--- config.mk ---
export PLATFORM = sky130hd
export DESIGN_NAME = stoc_sel
export DESIGN_NICKNAME = d
export VERILOG_FILES = /design/src/rtl/sphere_triangle_overlap_test_core_macros.svh /design/src/rtl/stoc_pkg.sv /design/src/rtl/stoc_sel.sv
export SDC_FILE = /design/constraint.sdc
export NUM_CORES = 2
export LEC_CHECK = 0
export ABC_AREA = 1
export ABC_CLOCK_PERIOD_IN_PS = 7700
export BUFFER_PORTS_ARGS = -buffer_cell sky130_fd_sc_hd__buf_2
export CAP_MARGIN = 20
export CORE_ASPECT_RATIO = 0.75
export CORE_MARGIN = 2
export CORE_UTILIZATION = 25
export CTS_CLUSTER_DIAMETER = 30
export DETAILED_ROUTE_END_ITERATION = 16
export PLACE_DENSITY = 0.4
export RECOVER_POWER = 50
export SYNTH_ARGS = -nofsm -noshare
export SYNTH_HDL_FRONTEND = slang
export SYNTH_SLANG_ARGS = --single-unit
--- constraint.sdc ---
create_clock -name clock -period 7.7 [get_ports clock]
set_clock_uncertainty 0.15 [all_clocks]
set_input_delay 1.54 -clock clock [delete_from_list [all_inputs] [get_ports clock]]
set_output_delay 1.54 -clock clock [all_outputs]
set_load 0.02 [all_outputs]
--- src/rtl/sphere_triangle_overlap_test_core_macros.svh ---
// Assertion macros for the sphere/triangle overlap core.
// Included by the RTL files that carry assertions; no other dependencies.
`ifndef SPHERE_TRIANGLE_OVERLAP_TEST_CORE_MACROS_SVH
`define SPHERE_TRIANGLE_OVERLAP_TEST_CORE_MACROS_SVH

// same-cycle implication
`define STOC_ASSERT_NOW(label, clk, rst, ante, cons, msg) \
   label: assert property (@(posedge clk) disable iff (rst) (ante) |-> (cons)) \
      else $error(msg);

// next-cycle implication
`define STOC_ASSERT_NEXT(label, clk, rst, ante, cons, msg) \
   label: assert property (@(posedge clk) disable iff (rst) (ante) |=> (cons)) \
      else $error(msg);

`endif

--- src/rtl/stoc_pkg.sv ---
// Shared types and constants for the sphere/triangle overlap core.
// No dependencies.
package stoc_pkg;

   localparam int COORD_WIDTH_DEF  = 16;
   localparam int WEIGHT_FRAC_DEF  = 16;
   localparam int CSR_INDEX_WIDTH  = 2;
   localparam int FRONT_STAGES     = 5;
   localparam int SEL_STAGES       = 1;
   localparam int TAIL_STAGES      = 4;

   typedef enum logic [CSR_INDEX_WIDTH-1:0] {
      CSR_CENTER_X = 2'd0,
      CSR_CENTER_Y = 2'd1,
      CSR_CENTER_Z = 2'd2,
      CSR_RADIUS   = 2'd3
   } csr_index_type;

   typedef enum logic [2:0] {
      REG_V0  = 3'd0,
      REG_V1  = 3'd1,
      REG_E01 = 3'd2,
      REG_V2  = 3'd3,
      REG_E02 = 3'd4,
      REG_E12 = 3'd5,
      REG_INT = 3'd6
   } region_type;

endpackage

--- src/rtl/stoc_sel.sv ---
// Region select: Voronoi tests, base point, blend directions and the
// weight numerators/denominator for the divider. Uses stoc_pkg.
module stoc_sel import stoc_pkg::*; #(
   parameter  int CW   = COORD_WIDTH_DEF,
   localparam int DW   = CW + 1,
   localparam int DOTW = 2 * DW + 2,
   localparam int VW   = 2 * DOTW + 1,
   localparam int NW   = VW + 2
) (
   input  logic                   clock,
   input  logic                   en,
   input  logic signed [CW-1:0]   vtx [9],
   input  logic signed [DOTW-1:0] dot [6],
   input  logic signed [VW-1:0]   va,
   input  logic signed [VW-1:0]   vb,
   input  logic signed [VW-1:0]   vc,
   output logic signed [CW-1:0]   base [3],
   output logic signed [DW-1:0]   dir_a [3],
   output logic signed [DW-1:0]   dir_b [3],
   output region_type             region,
   output logic signed [NW-1:0]   num_a,
   output logic signed [NW-1:0]   num_b,
   output logic signed [NW-1:0]   den
);

   logic signed [DOTW-1:0] d1, d2, d3, d4, d5, d6;
   logic signed [DW-1:0]   e01 [3];
   logic signed [DW-1:0]   e02 [3];
   logic signed [DW-1:0]   e12 [3];
   logic signed [CW-1:0]   base_in [3];
   logic signed [DW-1:0]   dir_a_in [3];
   logic signed [DW-1:0]   dir_b_in [3];
   region_type             region_in;
   logic signed [NW-1:0]   num_a_in, num_b_in, den_in;
   logic signed [CW-1:0]   base_ff [3];
   logic signed [DW-1:0]   dir_a_ff [3];
   logic signed [DW-1:0]   dir_b_ff [3];
   region_type             region_ff;
   logic signed [NW-1:0]   num_a_ff, num_b_ff, den_ff;

   assign d1 = dot[0];
   assign d2 = dot[1];
   assign d3 = dot[2];
   assign d4 = dot[3];
   assign d5 = dot[4];
   assign d6 = dot[5];

   always_comb begin
      for (int k = 0; k < 3; k++) begin
         e01[k]      = DW'(vtx[3 + k]) - DW'(vtx[k]);
         e02[k]      = DW'(vtx[6 + k]) - DW'(vtx[k]);
         e12[k]      = DW'(vtx[6 + k]) - DW'(vtx[3 + k]);
         base_in[k]  = vtx[k];
         dir_a_in[k] = '0;
         dir_b_in[k] = '0;
      end
      num_a_in  = '0;
      num_b_in  = '0;
      den_in    = NW'(1);
      region_in = REG_INT;
      if (d1 <= 0 && d2 <= 0) begin
         region_in = REG_V0;
      end else if (d3 >= 0 && d4 <= 0) begin
         region_in = REG_V1;
         for (int k = 0; k < 3; k++) base_in[k] = vtx[3 + k];
      end else if (vc <= 0 && d1 >= 0 && d3 <= 0) begin
         region_in = REG_E01;
         dir_a_in  = e01;
         num_a_in  = NW'(d1);
         den_in    = NW'(d1) - NW'(d3);
      end else if (d6 >= 0 && d5 <= d6) begin
         region_in = REG_V2;
         for (int k = 0; k < 3; k++) base_in[k] = vtx[6 + k];
      end else if (vb <= 0 && d2 >= 0 && d6 <= 0) begin
         region_in = REG_E02;
         dir_a_in  = e02;
         num_a_in  = NW'(d2);
         den_in    = NW'(d2) - NW'(d6);
      end else if (va <= 0 && d4 >= d3 && d5 >= d6) begin
         region_in = REG_E12;
         for (int k = 0; k < 3; k++) base_in[k] = vtx[3 + k];
         dir_a_in  = e12;
         num_a_in  = NW'(d4) - NW'(d3);
         den_in    = NW'(d4) - NW'(d3) + NW'(d5) - NW'(d6);
      end else begin
         region_in = REG_INT;
         dir_a_in  = e01;
         dir_b_in  = e02;
         num_a_in  = NW'(vb);
         num_b_in  = NW'(vc);
         den_in    = NW'(va) + NW'(vb) + NW'(vc);
      end
   end

   always_ff @(posedge clock) begin
      if (en) begin
         base_ff   <= base_in;
         dir_a_ff  <= dir_a_in;
         dir_b_ff  <= dir_b_in;
         region_ff <= region_in;
         num_a_ff  <= num_a_in;
         num_b_ff  <= num_b_in;
         den_ff    <= den_in;
      end
   end

   assign base   = base_ff;
   assign dir_a  = dir_a_ff;
   assign dir_b  = dir_b_ff;
   assign region = region_ff;
   assign num_a  = num_a_ff;
   assign num_b  = num_b_ff;
   assign den    = den_ff;

endmodule

==> flow_summary_export.csv <==
group,metric,value,unit
status,status,"finished with violations",
status,violations,"capacitance limit, slew limit",
clock_network,cts_tree,"done",
critical_path,path_delay_family,"compound AO/OA/AOI/OAI gates",
final_layout,final_nets,8365,
synthesis,synthDistinctLibCells,55,
timing,max_freq,143,MHz
clock_network,root_buffer,"clkbuf_16",
critical_path,path_buf_inv,5,
timing,setup_tns,0,ns
job,max_cap_viol_count,4,
grt,grt_pass1_vias,49400,
routing,drc,0,
timing,rsz0062_at_grt,"no",
clock_network,h-tree-depth,3,
routing,final_antenna_net_count,0,
critical_path,startpoint_type,"primary input",
die,ios,959,
die,std_cell_rows,133,
die,die_w,488,um
routing,first_pass_iters,7,
synthesis,synth_common_cells,"nand2_1 (1067), inv_1 (888), a21oi_1 (742)",
power,irDropWorstVdd,0.158,mV
synthesis,synth_seq_cells,374,
grt,global_route.usage.total,0.311,
placed_design,placed_area,0.0525,mm^2
synthesis,synthesis.area,0.0440,mm^2
routing,wl,290000,um
synthesis,synth-main-ff-cell,"edfxtp_1",
critical_path,cp.arrival,7.31,ns
critical_path,path_class,"in2reg",
placed_design,place.gp.congestion,1.05,
die,die-area,0.179,mm^2
min_path,hold_class,"in2reg",
critical_path,crit_required,8.01,ns
clock_network,cts_inserted_buffers,114,
clock_network,holdBufCountCts,0,
clock_network,clkTransAtPathRegs,0.05,ns
critical_path,worstSetupEndpointType,"flop",
synthesis,postSynth.asyncResetShare,0,
timing,finalHoldViolCount,0,
synthesis,synthCells,6176,
timing,drv_slew,292,
synthesis,synth_edf_count,374,
die,fp.dieH,367,um
power,p_per_area,259,mW/mm^2
critical_path,cp_max_fo,5,
placed_design,dpl.hpwl,245000,um
critical_path,critPathMaxStageDelay,0.71,ns
clock_network,clock_sinks,374,
timing,final-setup-viol-count,0,
final_layout,area_delta_synth_final,28.3,%
clock_network,clockBufferDepth,3,
clock_network,cts-resized-gates,0,
synthesis,synthesis.nets,7280,
timing,fin_crit_sh,0.909,
critical_path,critPathSlowestCell,"o21ai_0",
final_layout,drive_gt1_frac,0.159,
synthesis,syn_area_per_cell,7.12,um^2
timing,worst_slew_pin_slew,5.14,ns
synthesis,ys_seq_area_frac,0.255,
routing,drt-vias-per-instance,5.21,
synthesis,synth_warnings,0,
routing,drtIter0Drc,4826,
grt,grt-ovfl-total,0,
synthesis,synth_top_area_frac,0.255,
grt,antenna_found_initial,54,
timing,relSlewSlack,-2.43,
power,p_leak,25.5,nW
grt,grt_start_max_net_pins,99,
routing,num_vias,50800,
synthesis,ys_top_cells_by_area,"edfxtp_1 (26%), ha_1 (11%), nand2_1 (9.1%)",
grt,grt_pass1_wl,393000,um
timing,period_needed,7.00,ns
placed_design,numPortBuffers,958,
final_layout,fin_area,0.0564,mm^2
routing,wl_per_cell,29.7,um
critical_path,worstPathCellList,"buf_2 -> inv_1 -> ha_1 -> nand2_1 -> nor2_1 -> nand2_1 -> o21ai_0 -> a21oi_1 -> buf_4 -> o21bai_1 -> xor2_1 -> inv_1 -> fa_1 -> ha_1 -> buf_4 -> a21o_1 -> a31oi_1 -> o21ai_0 -> a21oi_1 -> nand2_1 -> xnor2_1 -> o211ai_1 -> nand3_1 -> a21oi_1",
die,core-area,0.175,mm^2
synthesis,yosysMostFrequentCell,"nand2_1",
clock_network,cts_setup_buffers,0,
synthesis,yosysTopAreaCell,"edfxtp_1",
die,initial_core_util,0.251,
## area by class of cell
cell class | count | area (um^2)
Tap cell | 2362 | 2960
Clock buffer | 129 | 2910
Multi-Input combinational cell | 4748 | 28700
Fill cell | 19400 | 119000
Antenna cell | 21 | 52.6
Clock inverter | 85 | 1220
Timing Repair Buffer | 1132 | 6020
Inverter | 891 | 3350
Sequential cell | 374 | 11200
## through the flow
step	hold WS [ns]	utilization	setup slack, ns	cells	power [mW]
finish	0.915	0.322	0.701	9742	14.6
detailed placement	1.68	0.300	0.200	9507	9.38
floorplan	1.50	-	1.60	6176	6.19
global route	0.884	0.322	0.373	9726	15.2
CTS	0.848	0.324	0.970	9721	14.6
global placement	1.69	0.300	0.122	9505	9.45
## state kept, by name, summed over array words and instances, names as in the netlist
register	flops
dir_b	51
region	3
den	75
dir_a	51
num_b	73
num_a	73
base	48
## metal layers
| layer | track usage | routed length (um) | up-vias |
|---|---|---|---|
| met5 | 0.00322 | 226 | - |
| met4 | 0.0929 | 9790 | 28 |
| met3 | 0.0599 | 21700 | 392 |
| met2 | 0.486 | 127000 | 2190 |
| met1 | 0.432 | 131000 | 24900 |
| li1 | - | - | 23300 |
## logic make-up after synthesis
group	after synthesis	share of synthesized area
XOR/XNOR	258	0.0514
AND/OR/NAND/NOR	2360	0.225
buffers and inverters	1054	0.0945
flip-flops	374	0.255
adder cells (fa/ha/maj)	523	0.170
AO/OA/AOI/OAI	1607	0.204
## worst min-delay path: cells and delay by family
kind	cells	cell delay (ns)
buffers and inverters	1	0.08
AOI/OAI and AO/OA	1	0.06
and+or+nand+nor	1	0.05
## cells in the final DEF, fill, tap and decap left out, drive strengths merged, types with 161 or more instances in the layout
| master | n |
|---|---|
| o21ai | 493 |
| clkbuf | 322 |
| ha | 400 |
| nand2 | 1072 |
| buf | 939 |
| edfxtp | 374 |
| nand3 | 298 |
| a21oi | 743 |
| nor2 | 720 |
| inv | 893 |
| xor2 | 161 |
## path summary, 6_finish.rpt
| check | from | endpoint | cells past startpoint |
|---|---|---|---|
| setup / recovery | dot[125] | den[29] | 24 |
| hold / removal | vtx[130] | base[34] | 3 |
## power breakdown
group / switching (mW) / internal, mW / total [mW] / leakage [nW]
Combinational: 4.72 / 2.05 / 6.78 / 19.9
Sequential: 0.115 / 2.60 / 2.71 / 3.60
Clock: 1.59 / 3.53 / 5.11 / 1.98
Total: 6.42 / 8.18 / 14.6 / 25.5
No activity file was read; power rests on OpenSTA's default activity.
